--- src/sv/pse_pkg.sv ---
// pse_pkg: shared types, constants and functions of the PNG stored-deflate encoder.
// No dependencies; used by pse_front, pse_queue, pse_back and the top level.
package pse_pkg;

    localparam int DIM_W           = 15;
    localparam int MAX_DIMENSION   = 16384;
    localparam int QUEUE_DEPTH     = 2;
    localparam int QUEUE_PTR_W     = $clog2(QUEUE_DEPTH);

    // stored block size is fixed at 65535 bytes; the block count divider relies on it
    localparam logic [15:0] BLOCK_BYTES = 16'hFFFF;
    localparam logic [16:0] ADLER_MOD   = 17'd65521;

    localparam logic [1:0] REG_WIDTH  = 2'd0;
    localparam logic [1:0] REG_HEIGHT = 2'd1;
    localparam logic [1:0] REG_RGBA   = 2'd2;

    localparam logic CMD_START = 1'b0;
    localparam logic CMD_PIXEL = 1'b1;

    localparam logic [5:0] HDR_LAST      = 6'd42;
    localparam logic [5:0] HDR_CRC_FIRST = 6'd12;
    localparam logic [5:0] HDR_CRC_END   = 6'd28;
    localparam logic [5:0] IDAT_FIRST    = 6'd37;
    localparam logic [5:0] TAIL_LAST     = 6'd19;
    localparam logic [5:0] IEND_FIRST    = 6'd12;
    localparam logic [5:0] IEND_END      = 6'd15;
    localparam logic [5:0] ADLER_END     = 6'd3;

    typedef struct packed {
        logic                cmd;
        logic [31:0]         pixel;
        logic [DIM_W-1:0]    width;
        logic [DIM_W-1:0]    height;
    } entry_t;

    typedef enum logic [2:0] {
        ST_IDLE, ST_MUL, ST_DIV, ST_LEN, ST_HDR, ST_DATA, ST_TAIL
    } state_t;

    function automatic logic [31:0] crc_byte(input logic [31:0] c, input logic [7:0] b);
        logic [31:0] x;
        x = c ^ {24'd0, b};
        for (int i = 0; i < 8; i++) begin
            x = (x >> 1) ^ (x[0] ? 32'hEDB88320 : 32'd0);
        end
        return x;
    endfunction

    function automatic logic [DIM_W-1:0] clamp_dim(input logic [DIM_W-1:0] v);
        logic [DIM_W-1:0] r;
        r = v;
        if (v == '0) begin
            r = DIM_W'(1);
        end else if (v > DIM_W'(MAX_DIMENSION)) begin
            r = DIM_W'(MAX_DIMENSION);
        end
        return r;
    endfunction

endpackage

--- src/sv/pse_queue.sv ---
// pse_queue: short register FIFO of classified items between front and back.
// Depends on pse_pkg (entry_t, QUEUE_DEPTH).
module pse_queue (
    input  logic             aclk,
    input  logic             aresetn,
    input  logic             push,
    input  pse_pkg::entry_t  push_data,
    input  logic             pop,
    output logic             full,
    output logic             valid,
    output pse_pkg::entry_t  data
);
    pse_pkg::entry_t                  mem_reg [pse_pkg::QUEUE_DEPTH];
    logic [pse_pkg::QUEUE_PTR_W-1:0]  wr_ptr_reg, rd_ptr_reg;
    logic [pse_pkg::QUEUE_PTR_W:0]    count_reg, count_next;

    assign full  = (count_reg == (pse_pkg::QUEUE_PTR_W+1)'(pse_pkg::QUEUE_DEPTH));
    assign valid = (count_reg != '0);
    assign data  = mem_reg[rd_ptr_reg];

    always_comb begin
        count_next = count_reg;
        if (push && !(pop && valid)) begin
            count_next = count_reg + 1'b1;
        end else if (!push && pop && valid) begin
            count_next = count_reg - 1'b1;
        end
    end

    always_ff @(posedge aclk) begin
        if (!aresetn) begin
            wr_ptr_reg <= '0;
            rd_ptr_reg <= '0;
            count_reg  <= '0;
        end else begin
            count_reg <= count_next;
            if (push) begin
                wr_ptr_reg <= wr_ptr_reg + 1'b1;
            end
            if (pop && valid) begin
                rd_ptr_reg <= rd_ptr_reg + 1'b1;
            end
        end
    end

    always_ff @(posedge aclk) begin
        if (push) begin
            mem_reg[wr_ptr_reg] <= push_data;
        end
    end
endmodule

--- src/sv/pse_front.sv ---
// pse_front: configuration registers, input acceptance and item classification.
// Depends on pse_pkg (entry_t, register codes, clamp_dim).
module pse_front (
    input  logic                          aclk,
    input  logic                          aresetn,
    input  logic                          cfg_wr_en,
    input  logic [1:0]                    cfg_index,
    input  logic [pse_pkg::DIM_W-1:0]     cfg_wr_data,
    input  logic                          s_valid,
    output logic                          s_ready,
    input  logic                          s_cmd,
    input  logic [31:0]                   s_pixel,
    input  logic                          q_full,
    output logic                          q_push,
    output pse_pkg::entry_t               q_data
);
    logic [pse_pkg::DIM_W-1:0] width_reg, height_reg;
    logic                      rgba_reg;

    assign s_ready = !q_full;
    assign q_push  = s_valid && s_ready;

    always_comb begin
        q_data.cmd    = s_cmd;
        // BGRA input: swap bytes 0 and 2
        q_data.pixel  = rgba_reg ? s_pixel
                                 : {s_pixel[31:24], s_pixel[7:0], s_pixel[15:8], s_pixel[23:16]};
        q_data.width  = pse_pkg::clamp_dim(width_reg);
        q_data.height = pse_pkg::clamp_dim(height_reg);
    end

    always_ff @(posedge aclk) begin
        if (!aresetn) begin
            width_reg  <= pse_pkg::DIM_W'(1);
            height_reg <= pse_pkg::DIM_W'(1);
            rgba_reg   <= 1'b1;
        end else if (cfg_wr_en) begin
            case (cfg_index)
                pse_pkg::REG_WIDTH:  width_reg  <= cfg_wr_data;
                pse_pkg::REG_HEIGHT: height_reg <= cfg_wr_data;
                pse_pkg::REG_RGBA:   rgba_reg   <= cfg_wr_data[0];
                default: ;
            endcase
        end
    end
endmodule

--- src/sv/pse_back.sv ---
// pse_back: byte sequencer; headers, stored blocks, Adler-32, CRC-32, trailer.
// Depends on pse_pkg (entry_t, state_t, crc_byte, constants).
module pse_back (
    input  logic              aclk,
    input  logic              aresetn,
    input  logic              q_valid,
    input  pse_pkg::entry_t   q_data,
    output logic              q_pop,
    output logic              m_valid,
    input  logic              m_ready,
    output logic [7:0]        m_out_byte,
    output logic              m_run_last,
    output logic              m_file_last
);
    pse_pkg::state_t state_reg, state_next;

    logic [5:0]   idx_reg, idx_next;
    logic         open_reg, open_next;
    logic [14:0]  w_reg, w_next, h_reg, h_next;
    logic [13:0]  col_reg, col_next, row_reg, row_next;
    logic [15:0]  blk_reg, blk_next;
    logic [30:0]  strm_reg, strm_next;
    logic [31:0]  crc_reg, crc_next;
    logic [15:0]  alo_reg, alo_next, ahi_reg, ahi_next;
    logic [30:0]  filt_reg, filt_next;
    logic [15:0]  nq_reg, nq_next;
    logic [16:0]  rem_reg, rem_next;
    logic [31:0]  len_reg, len_next;
    logic [31:0]  pix_reg, pix_next;
    logic         fin_reg, fin_next;
    logic [2:0]   slot_reg, slot_next, bh_reg, bh_next;
    logic         mv_reg, mv_next;
    logic [7:0]   mb_reg, mb_next;
    logic         mrl_reg, mrl_next, mfl_reg, mfl_next;

    logic         advance, emit, crc_en, rl, fl;
    logic [7:0]   ob, dbyte;
    logic [31:0]  crc_base, crc_fin, product;
    logic [15:0]  bsize, binv, blocks;
    logic [16:0]  asum, hsum;

    assign advance     = !mv_reg || m_ready;
    assign m_valid     = mv_reg;
    assign m_out_byte  = mb_reg;
    assign m_run_last  = mrl_reg;
    assign m_file_last = mfl_reg;
    assign crc_fin     = ~crc_reg;
    assign product     = 32'(h_reg) * 32'({w_reg, 2'b01});
    assign blocks      = nq_reg + 16'(rem_reg != '0);
    assign bsize       = (strm_reg < 31'(pse_pkg::BLOCK_BYTES)) ? strm_reg[15:0]
                                                                 : pse_pkg::BLOCK_BYTES;
    assign binv        = ~bsize;

    always_comb begin
        case (slot_reg)
            3'd1:    dbyte = pix_reg[7:0];
            3'd2:    dbyte = pix_reg[15:8];
            3'd3:    dbyte = pix_reg[23:16];
            3'd4:    dbyte = pix_reg[31:24];
            default: dbyte = 8'd0;   // filter byte
        endcase
    end

    // next state
    always_comb begin
        state_next = state_reg;
        case (state_reg)
            pse_pkg::ST_IDLE: begin
                if (advance && q_valid) begin
                    if (q_data.cmd == pse_pkg::CMD_START) begin
                        state_next = pse_pkg::ST_MUL;
                    end else if (open_reg) begin
                        state_next = pse_pkg::ST_DATA;
                    end
                end
            end
            pse_pkg::ST_MUL: state_next = pse_pkg::ST_DIV;
            pse_pkg::ST_DIV: state_next = pse_pkg::ST_LEN;
            pse_pkg::ST_LEN: begin
                if (rem_reg < 17'(pse_pkg::BLOCK_BYTES)) begin
                    state_next = pse_pkg::ST_HDR;
                end
            end
            pse_pkg::ST_HDR: begin
                if (advance && idx_reg == pse_pkg::HDR_LAST) begin
                    state_next = pse_pkg::ST_IDLE;
                end
            end
            pse_pkg::ST_DATA: begin
                if (advance && blk_reg != '0 && slot_reg == 3'd4) begin
                    state_next = fin_reg ? pse_pkg::ST_TAIL : pse_pkg::ST_IDLE;
                end
            end
            pse_pkg::ST_TAIL: begin
                if (advance && idx_reg == pse_pkg::TAIL_LAST) begin
                    state_next = pse_pkg::ST_IDLE;
                end
            end
            default: state_next = pse_pkg::ST_IDLE;
        endcase
    end

    // datapath and outputs
    always_comb begin
        idx_next = idx_reg;   open_next = open_reg;  w_next = w_reg;    h_next = h_reg;
        col_next = col_reg;   row_next = row_reg;    blk_next = blk_reg;
        strm_next = strm_reg; alo_next = alo_reg;    ahi_next = ahi_reg;
        filt_next = filt_reg; nq_next = nq_reg;      rem_next = rem_reg;
        len_next = len_reg;   pix_next = pix_reg;    fin_next = fin_reg;
        slot_next = slot_reg; bh_next = bh_reg;
        emit = 1'b0; ob = 8'd0; rl = 1'b0; fl = 1'b0; crc_en = 1'b0;
        crc_base = crc_reg; q_pop = 1'b0;
        asum = 17'(alo_reg) + 17'(dbyte);
        if (asum >= pse_pkg::ADLER_MOD) asum = asum - pse_pkg::ADLER_MOD;
        hsum = 17'(ahi_reg) + asum;
        if (hsum >= pse_pkg::ADLER_MOD) hsum = hsum - pse_pkg::ADLER_MOD;

        case (state_reg)
            pse_pkg::ST_IDLE: begin
                if (advance && q_valid) begin
                    q_pop = 1'b1;
                    if (q_data.cmd == pse_pkg::CMD_START) begin
                        w_next = q_data.width;
                        h_next = q_data.height;
                    end else if (open_reg) begin
                        pix_next  = q_data.pixel;
                        slot_next = (col_reg == '0) ? 3'd0 : 3'd1;
                        fin_next  = (15'(col_reg) + 15'd1 >= w_reg)
                                 && (15'(row_reg) + 15'd1 >= h_reg);
                    end
                end
            end
            pse_pkg::ST_MUL: filt_next = product[30:0];
            pse_pkg::ST_DIV: begin
                // x / 65535: x = q*65536 + r  ->  q + (r + q) / 65535
                nq_next  = 16'(filt_reg[30:16]);
                rem_next = 17'(filt_reg[15:0]) + 17'(filt_reg[30:16]);
            end
            pse_pkg::ST_LEN: begin
                if (rem_reg >= 17'(pse_pkg::BLOCK_BYTES)) begin
                    nq_next  = nq_reg + 16'd1;
                    rem_next = rem_reg - 17'(pse_pkg::BLOCK_BYTES);
                end else begin
                    len_next  = 32'(filt_reg) + 32'(blocks) * 32'd5 + 32'd6;
                    open_next = 1'b1;
                    col_next  = '0;
                    row_next  = '0;
                    blk_next  = '0;
                    bh_next   = '0;
                    strm_next = filt_reg;
                    alo_next  = 16'd1;
                    ahi_next  = 16'd0;
                    idx_next  = '0;
                end
            end
            pse_pkg::ST_HDR: begin
                if (advance) begin
                    emit = 1'b1;
                    case (idx_reg)
                        6'd0:  ob = 8'd137;
                        6'd1:  ob = 8'd80;
                        6'd2:  ob = 8'd78;
                        6'd3:  ob = 8'd71;
                        6'd4:  ob = 8'd13;
                        6'd5:  ob = 8'd10;
                        6'd6:  ob = 8'd26;
                        6'd7:  ob = 8'd10;
                        6'd11: ob = 8'd13;
                        6'd12: ob = 8'd73;   // I
                        6'd13: ob = 8'd72;   // H
                        6'd14: ob = 8'd68;   // D
                        6'd15: ob = 8'd82;   // R
                        6'd18: ob = {1'b0, w_reg[14:8]};
                        6'd19: ob = w_reg[7:0];
                        6'd22: ob = {1'b0, h_reg[14:8]};
                        6'd23: ob = h_reg[7:0];
                        6'd24: ob = 8'd8;
                        6'd25: ob = 8'd6;
                        6'd29: ob = crc_fin[31:24];
                        6'd30: ob = crc_fin[23:16];
                        6'd31: ob = crc_fin[15:8];
                        6'd32: ob = crc_fin[7:0];
                        6'd33: ob = len_reg[31:24];
                        6'd34: ob = len_reg[23:16];
                        6'd35: ob = len_reg[15:8];
                        6'd36: ob = len_reg[7:0];
                        6'd37: ob = 8'd73;   // I
                        6'd38: ob = 8'd68;   // D
                        6'd39: ob = 8'd65;   // A
                        6'd40: ob = 8'd84;   // T
                        6'd41: ob = 8'h78;
                        6'd42: ob = 8'h01;
                        default: ob = 8'd0;
                    endcase
                    crc_en = (idx_reg >= pse_pkg::HDR_CRC_FIRST && idx_reg <= pse_pkg::HDR_CRC_END)
                          || (idx_reg >= pse_pkg::IDAT_FIRST);
                    if (idx_reg == pse_pkg::HDR_CRC_FIRST || idx_reg == pse_pkg::IDAT_FIRST) begin
                        crc_base = 32'hFFFFFFFF;
                    end
                    rl = (idx_reg == pse_pkg::HDR_LAST);
                    idx_next = idx_reg + 6'd1;
                end
            end
            pse_pkg::ST_DATA: begin
                if (advance) begin
                    emit   = 1'b1;
                    crc_en = 1'b1;
                    if (blk_reg == '0) begin
                        // stored block header: BFINAL, LEN, NLEN
                        case (bh_reg)
                            3'd0:    ob = {7'd0, (31'(bsize) == strm_reg)};
                            3'd1:    ob = bsize[7:0];
                            3'd2:    ob = bsize[15:8];
                            3'd3:    ob = binv[7:0];
                            default: ob = binv[15:8];
                        endcase
                        bh_next = bh_reg + 3'd1;
                        if (bh_reg == 3'd4) begin
                            bh_next  = '0;
                            blk_next = bsize;
                        end
                    end else begin
                        ob        = dbyte;
                        alo_next  = asum[15:0];
                        ahi_next  = hsum[15:0];
                        blk_next  = blk_reg - 16'd1;
                        strm_next = strm_reg - 31'd1;
                        slot_next = slot_reg + 3'd1;
                        if (slot_reg == 3'd4) begin
                            if (15'(col_reg) + 15'd1 >= w_reg) begin
                                col_next = '0;
                                row_next = row_reg + 14'd1;
                            end else begin
                                col_next = col_reg + 14'd1;
                            end
                            idx_next = '0;
                            rl = !fin_reg;
                        end
                    end
                end
            end
            pse_pkg::ST_TAIL: begin
                if (advance) begin
                    emit = 1'b1;
                    case (idx_reg)
                        6'd0:  ob = ahi_reg[15:8];
                        6'd1:  ob = ahi_reg[7:0];
                        6'd2:  ob = alo_reg[15:8];
                        6'd3:  ob = alo_reg[7:0];
                        6'd4:  ob = crc_fin[31:24];
                        6'd5:  ob = crc_fin[23:16];
                        6'd6:  ob = crc_fin[15:8];
                        6'd7:  ob = crc_fin[7:0];
                        6'd12: ob = 8'd73;   // I
                        6'd13: ob = 8'd69;   // E
                        6'd14: ob = 8'd78;   // N
                        6'd15: ob = 8'd68;   // D
                        6'd16: ob = crc_fin[31:24];
                        6'd17: ob = crc_fin[23:16];
                        6'd18: ob = crc_fin[15:8];
                        6'd19: ob = crc_fin[7:0];
                        default: ob = 8'd0;
                    endcase
                    crc_en = (idx_reg <= pse_pkg::ADLER_END)
                          || (idx_reg >= pse_pkg::IEND_FIRST && idx_reg <= pse_pkg::IEND_END);
                    if (idx_reg == pse_pkg::IEND_FIRST) begin
                        crc_base = 32'hFFFFFFFF;
                    end
                    idx_next = idx_reg + 6'd1;
                    if (idx_reg == pse_pkg::TAIL_LAST) begin
                        rl = 1'b1;
                        fl = 1'b1;
                        open_next = 1'b0;
                    end
                end
            end
            default: ;
        endcase

        crc_next = crc_en ? pse_pkg::crc_byte(crc_base, ob) : crc_reg;
        mv_next  = advance ? emit : mv_reg;
        mb_next  = advance ? ob   : mb_reg;
        mrl_next = advance ? rl   : mrl_reg;
        mfl_next = advance ? fl   : mfl_reg;
    end

    always_ff @(posedge aclk) begin
        if (!aresetn) begin
            state_reg <= pse_pkg::ST_IDLE;
            open_reg  <= 1'b0;
            mv_reg    <= 1'b0;
            col_reg   <= '0;
            row_reg   <= '0;
            blk_reg   <= '0;
            bh_reg    <= '0;
            strm_reg  <= '0;
            crc_reg   <= 32'hFFFFFFFF;
            alo_reg   <= 16'd1;
            ahi_reg   <= 16'd0;
            w_reg     <= 15'd1;
            h_reg     <= 15'd1;
            idx_reg   <= '0;
            slot_reg  <= '0;
            fin_reg   <= 1'b0;
        end else begin
            state_reg <= state_next;
            open_reg  <= open_next;
            mv_reg    <= mv_next;
            col_reg   <= col_next;
            row_reg   <= row_next;
            blk_reg   <= blk_next;
            bh_reg    <= bh_next;
            strm_reg  <= strm_next;
            crc_reg   <= crc_next;
            alo_reg   <= alo_next;
            ahi_reg   <= ahi_next;
            w_reg     <= w_next;
            h_reg     <= h_next;
            idx_reg   <= idx_next;
            slot_reg  <= slot_next;
            fin_reg   <= fin_next;
        end
    end

    always_ff @(posedge aclk) begin
        filt_reg <= filt_next;
        nq_reg   <= nq_next;
        rem_reg  <= rem_next;
        len_reg  <= len_next;
        pix_reg  <= pix_next;
        mb_reg   <= mb_next;
        mrl_reg  <= mrl_next;
        mfl_reg  <= mfl_next;
    end
endmodule

--- src/sv/png_stored_deflate_encoder_unit.sv ---
// PNG stored-deflate encoder: top level joining front, queue and back.
// Depends on pse_pkg, pse_front, pse_queue, pse_back.
//
// Usage:
//  - Config port: cfg_wr_en/cfg_index/cfg_wr_data write image width (0), height (1)
//    and the RGBA/BGRA flag (2); write only while the block is idle.
//    Width and height are clamped to 1..16384 and captured at each start beat.
//  - Input channel s_*: s_cmd 0 starts an image, 1 carries one pixel in s_pixel.
//    A two-entry queue decouples acceptance from byte generation.
//  - Output channel m_*: one PNG byte per beat; m_run_last marks the last byte of
//    an input beat, m_file_last the final byte of the file.
//  - Throughput: one byte per cycle while the receiver takes them, apart from the
//    length setup after a start beat (multiplier plus block-count divider with its
//    correction step) and the dispatch of each item from the queue. A start beat
//    gives 43 header bytes. A pixel gives 4 bytes, plus one filter byte at row start,
//    plus 5 per stored block header, plus 20 trailer bytes on the last pixel.
//  - Path: an accepted beat is stored in the queue, taken by the sequencer and its
//    bytes leave through the output register; a start beat first runs length setup.
//  - Stall: when m_ready is low the output register holds; the sequencer freezes,
//    the queue fills and then s_ready drops.
//  - Reset (aresetn low, synchronous) empties the queue, closes any image and
//    restores register defaults 1, 1, RGBA. Pixels with no open image give no bytes.
module png_stored_deflate_encoder_unit (
    input  logic         aclk,
    input  logic         aresetn,
    input  logic         cfg_wr_en,
    input  logic [1:0]   cfg_index,
    input  logic [14:0]  cfg_wr_data,
    input  logic         s_valid,
    output logic         s_ready,
    input  logic         s_cmd,
    input  logic [31:0]  s_pixel,
    output logic         m_valid,
    input  logic         m_ready,
    output logic [7:0]   m_out_byte,
    output logic         m_run_last,
    output logic         m_file_last
);
    pse_pkg::entry_t push_data, head_data;
    logic            push, pop, q_full, q_valid;

    pse_front u_front (
        .aclk        (aclk),
        .aresetn     (aresetn),
        .cfg_wr_en   (cfg_wr_en),
        .cfg_index   (cfg_index),
        .cfg_wr_data (cfg_wr_data),
        .s_valid     (s_valid),
        .s_ready     (s_ready),
        .s_cmd       (s_cmd),
        .s_pixel     (s_pixel),
        .q_full      (q_full),
        .q_push      (push),
        .q_data      (push_data)
    );

    pse_queue u_queue (
        .aclk      (aclk),
        .aresetn   (aresetn),
        .push      (push),
        .push_data (push_data),
        .pop       (pop),
        .full      (q_full),
        .valid     (q_valid),
        .data      (head_data)
    );

    pse_back u_back (
        .aclk        (aclk),
        .aresetn     (aresetn),
        .q_valid     (q_valid),
        .q_data      (head_data),
        .q_pop       (pop),
        .m_valid     (m_valid),
        .m_ready     (m_ready),
        .m_out_byte  (m_out_byte),
        .m_run_last  (m_run_last),
        .m_file_last (m_file_last)
    );
endmodule

--- config.mk ---
export PLATFORM = sky130hd
export DESIGN_NAME = png_stored_deflate_encoder_unit
export DESIGN_NICKNAME = d
export VERILOG_FILES = /design/src/sv/pse_pkg.sv /design/src/sv/pse_queue.sv /design/src/sv/pse_front.sv /design/src/sv/pse_back.sv /design/src/sv/png_stored_deflate_encoder_unit.sv
export SDC_FILE = /design/constraint.sdc
export NUM_CORES = 2
export LEC_CHECK = 0
export BUFFER_PORTS_ARGS = -buffer_cell sky130_fd_sc_hd__buf_2
export CORE_MARGIN = 3
export CORE_UTILIZATION = 23
export CTS_CLUSTER_SIZE = 30
export DETAILED_ROUTE_END_ITERATION = 8
export PLACE_DENSITY_LB_ADDON = 0.12
export SYNTH_ARGS = -nofsm -noshare
export SYNTH_HDL_FRONTEND = slang
export SYNTH_HIERARCHICAL = 1
export SYNTH_SLANG_ARGS = --single-unit
--- constraint.sdc ---
create_clock -name aclk -period 9.1 [get_ports aclk]
set_input_delay 0.91 -clock aclk [delete_from_list [all_inputs] [get_ports aclk]]
set_output_delay 0.91 -clock aclk [all_outputs]
set_load 0.01 [all_outputs]
==> results_dict.tcl <==
set metrics [dict create \
    power.density_nw_per_um2 214 \
    grt.overflow.total 0 \
    grt_max_degree 95 \
    die-width_um 411 \
    syn_to_final_growth_pct 12.8 \
    die_h_um 411 \
    netlist_area_um2 37700 \
    fin_skew_ns 0.0552 \
    final_util 0.261 \
    yosysWarnings 6 \
    clk_latency_ns 0.70 \
    ir_worst_vdd_v 0.000144 \
    cp_slowest_stage_delay_ns 0.49 \
    grt_pass1_vias 29300 \
    rows 148 \
    layout_common_cells "nand2_1 (495), inv_1 (369), nor2_1 (323), edfxtp_1 (264), ha_1 (249)" \
    ctsResizeCount 0 \
    postCtsSetupRepairBufs 0 \
    critical_path_class "flip-flop to flip-flop" \
    core_um2 163000 \
    clk_pin_slew_ns 0.06 \
    design_area_um2 42600 \
    gp_congestion 0.832 \
    arrival_ns 8.71 \
    synth_cells 4065 \
    dieArea_um2 169000 \
    htreeDepth 3 \
    grt_pass1_wl_mm 195 \
    grt_usage 0.152 \
    period_needed_ns 8.16 \
    finalMaxSlewViolations 0 \
    io_pins 67 \
    finalHoldViolations 0 \
    wirelength_mm 129 \
    finalSetupViolCount 0 \
    synth.avg_cell_area_um2 9.29 \
    ys.flop_type "edfxtp_1" \
    numCtsBuffers 67 \
    cts.sinks 487 \
    maxSlewHeadroom 0.148 \
    async_reset_ff_frac 0 \
    drtAntennaViolNets 0 \
    worst_slew_pin_slew_ns 1.28 \
    ys_types 104 \
    p_leak_uw 0.0172 \
    final_common_cell "nand2_1" \
    largest_register_ffs 126 \
    path_max_fanout 9 \
    synth_nets 4567 \
    clockBufferDepth 3 \
    start_util 0.232 \
    placed_area_um2 40300 \
    cp-end-kind "flip-flop" \
    drt_iter0_markers 1942 \
    synth-seq-area-share 0.328 \
    fin_crit_sh 0.897 \
    status "completed" \
    tns_ns 0 \
    cts_root_buf "clkbuf_16" \
    cp.required_ns 9.65 \
    drv_cap 0 \
    drc_errors 0 \
    layout-drive-gt1-share 0.0935 \
    slowest_stage "a2111o_1" \
    antenna_found_initial 8 \
    worstSetupStartpointType "flip-flop" \
    fmax_mhz 123 \
    synth_seq_cells 487 \
    io_buffers 66 \
    cts_tree "built" \
    dp_hpwl_mm 97.6 \
    vias 29200 \
    synth-edff-count 264 \
    drt_first_pass_iters 6 \
    nets 4534 \
    viasPerCell 4.66 \
    hold_buffers 0 \
    hold_class "input pin to flip-flop" \
    post_drt_wl_per_cell_um 20.7 \
    grt_setup_unrepaired "false" \
]
-- critical path, delay by kind of cell (launching register included) --
kind	cells	cell delay, ns
compound gates	14	3.92
simple gates	9	2.04
fa+ha+maj	4	1.20
flops	1	0.40
xor+xnor	1	0.31
buf+inv	2	0.15
-- cells in the mapped netlist, drive strengths merged (10+ instances only) --
cell | number | area share
nand3b | 21 | 0.0042
a21o | 46 | 0.0091
or3 | 22 | 0.0036
and2 | 60 | 0.0099
nor2 | 326 | 0.032
a22o | 20 | 0.0046
nand4 | 37 | 0.0061
nor3b | 19 | 0.0039
buf | 61 | 0.013
nand2 | 495 | 0.049
a211oi | 15 | 0.0031
nor3 | 70 | 0.0097
a21boi | 82 | 0.016
o2111ai | 12 | 0.0028
and3 | 38 | 0.0063
a21oi | 137 | 0.018
dfxtp | 223 | 0.12
o22ai | 29 | 0.0048
a22oi | 32 | 0.0064
o21a | 10 | 0.0020
edfxtp | 264 | 0.21
or2 | 14 | 0.0023
nand3 | 82 | 0.011
o21ai | 170 | 0.023
nor4 | 35 | 0.0062
mux2i | 30 | 0.0080
nor2b | 82 | 0.014
mux2 | 79 | 0.030
inv | 371 | 0.037
nand2b | 23 | 0.0038
a32oi | 17 | 0.0039
a31oi | 24 | 0.0040
xnor2 | 153 | 0.037
a2111oi | 26 | 0.0064
xor2 | 106 | 0.026
fa | 198 | 0.11
ha | 249 | 0.083
o31ai | 17 | 0.0034
o211ai | 33 | 0.0066
a211o | 18 | 0.0042
clkbuf | 178 | 0.018
-- through the flow --
step	std cells	setup slack, ns	hold slack, ns	power, uW
6_report	6263	0.939	0.412	9120
4_1_cts	6262	0.375	0.338	9340
5_1_grt	6262	0.0697	0.353	9840
2_1_floorplan	4065	1.55	0.406	5310
3_3_place_gp	6138	0.661	0.454	6490
3_5_place_dp	6138	0.474	0.462	6470
-- cell families after synthesis --
logic type               count (synthesis)  synth area share
AO/OA/AOI/OAI                          780             0.141
XOR/XNOR                               262            0.0656
adder cells (fa/ha/maj)                448             0.188
buffers and inverters                  614            0.0676
flip-flops                             487             0.328
multiplexers                           109            0.0375
AND/OR/NAND/NOR                       1365             0.172
-- worst paths after layout --
path	from	end	slack [ns]	cells after the start
worst max-delay path	u_back/slot_reg[0]$_SDFFE_PN0P_	u_back/ahi_reg[13]$_SDFFE_PN0P_	0.94	30
worst min-delay path	s_pixel[24]	u_queue/mem_reg[0][54]$_DFFE_PP_	0.41	1
worst max register to register	u_back/slot_reg[0]$_SDFFE_PN0P_	u_back/ahi_reg[13]$_SDFFE_PN0P_	0.94	30
worst min register to register	u_back/strm_reg[19]$_SDFFE_PN0P_	u_back/strm_reg[19]$_SDFFE_PN0P_	0.47	2
-- metal layers --
| metal | track usage | routed length, um | up-vias |
|---|---|---|---|
| met5 | 0 | 0 | - |
| met4 | 0.0337 | 2650 | 0 |
| met3 | 0.0191 | 4680 | 149 |
| met2 | 0.244 | 59000 | 577 |
| met1 | 0.218 | 63200 | 14500 |
| li1 | - | - | 14000 |
-- where the power goes --
group / switching, uW / internal [uW] / total, uW
Clock: 1130 / 1630 / 2760
Sequential: 306 / 2710 / 3020
Combinational: 2030 / 1320 / 3340
Total: 3470 / 5650 / 9120
-- layout make-up --
type,count,area (um2)
antenna,1,2.50
sequential,487,12400
multi-input combinational,2964,22900
fill,17600,120000
clock inverter,37,510
tap,2175,2720
timing repair buffer,137,870
inverter,375,1410
clock buffer,87,1770
(Power assumes the default switching activity.)
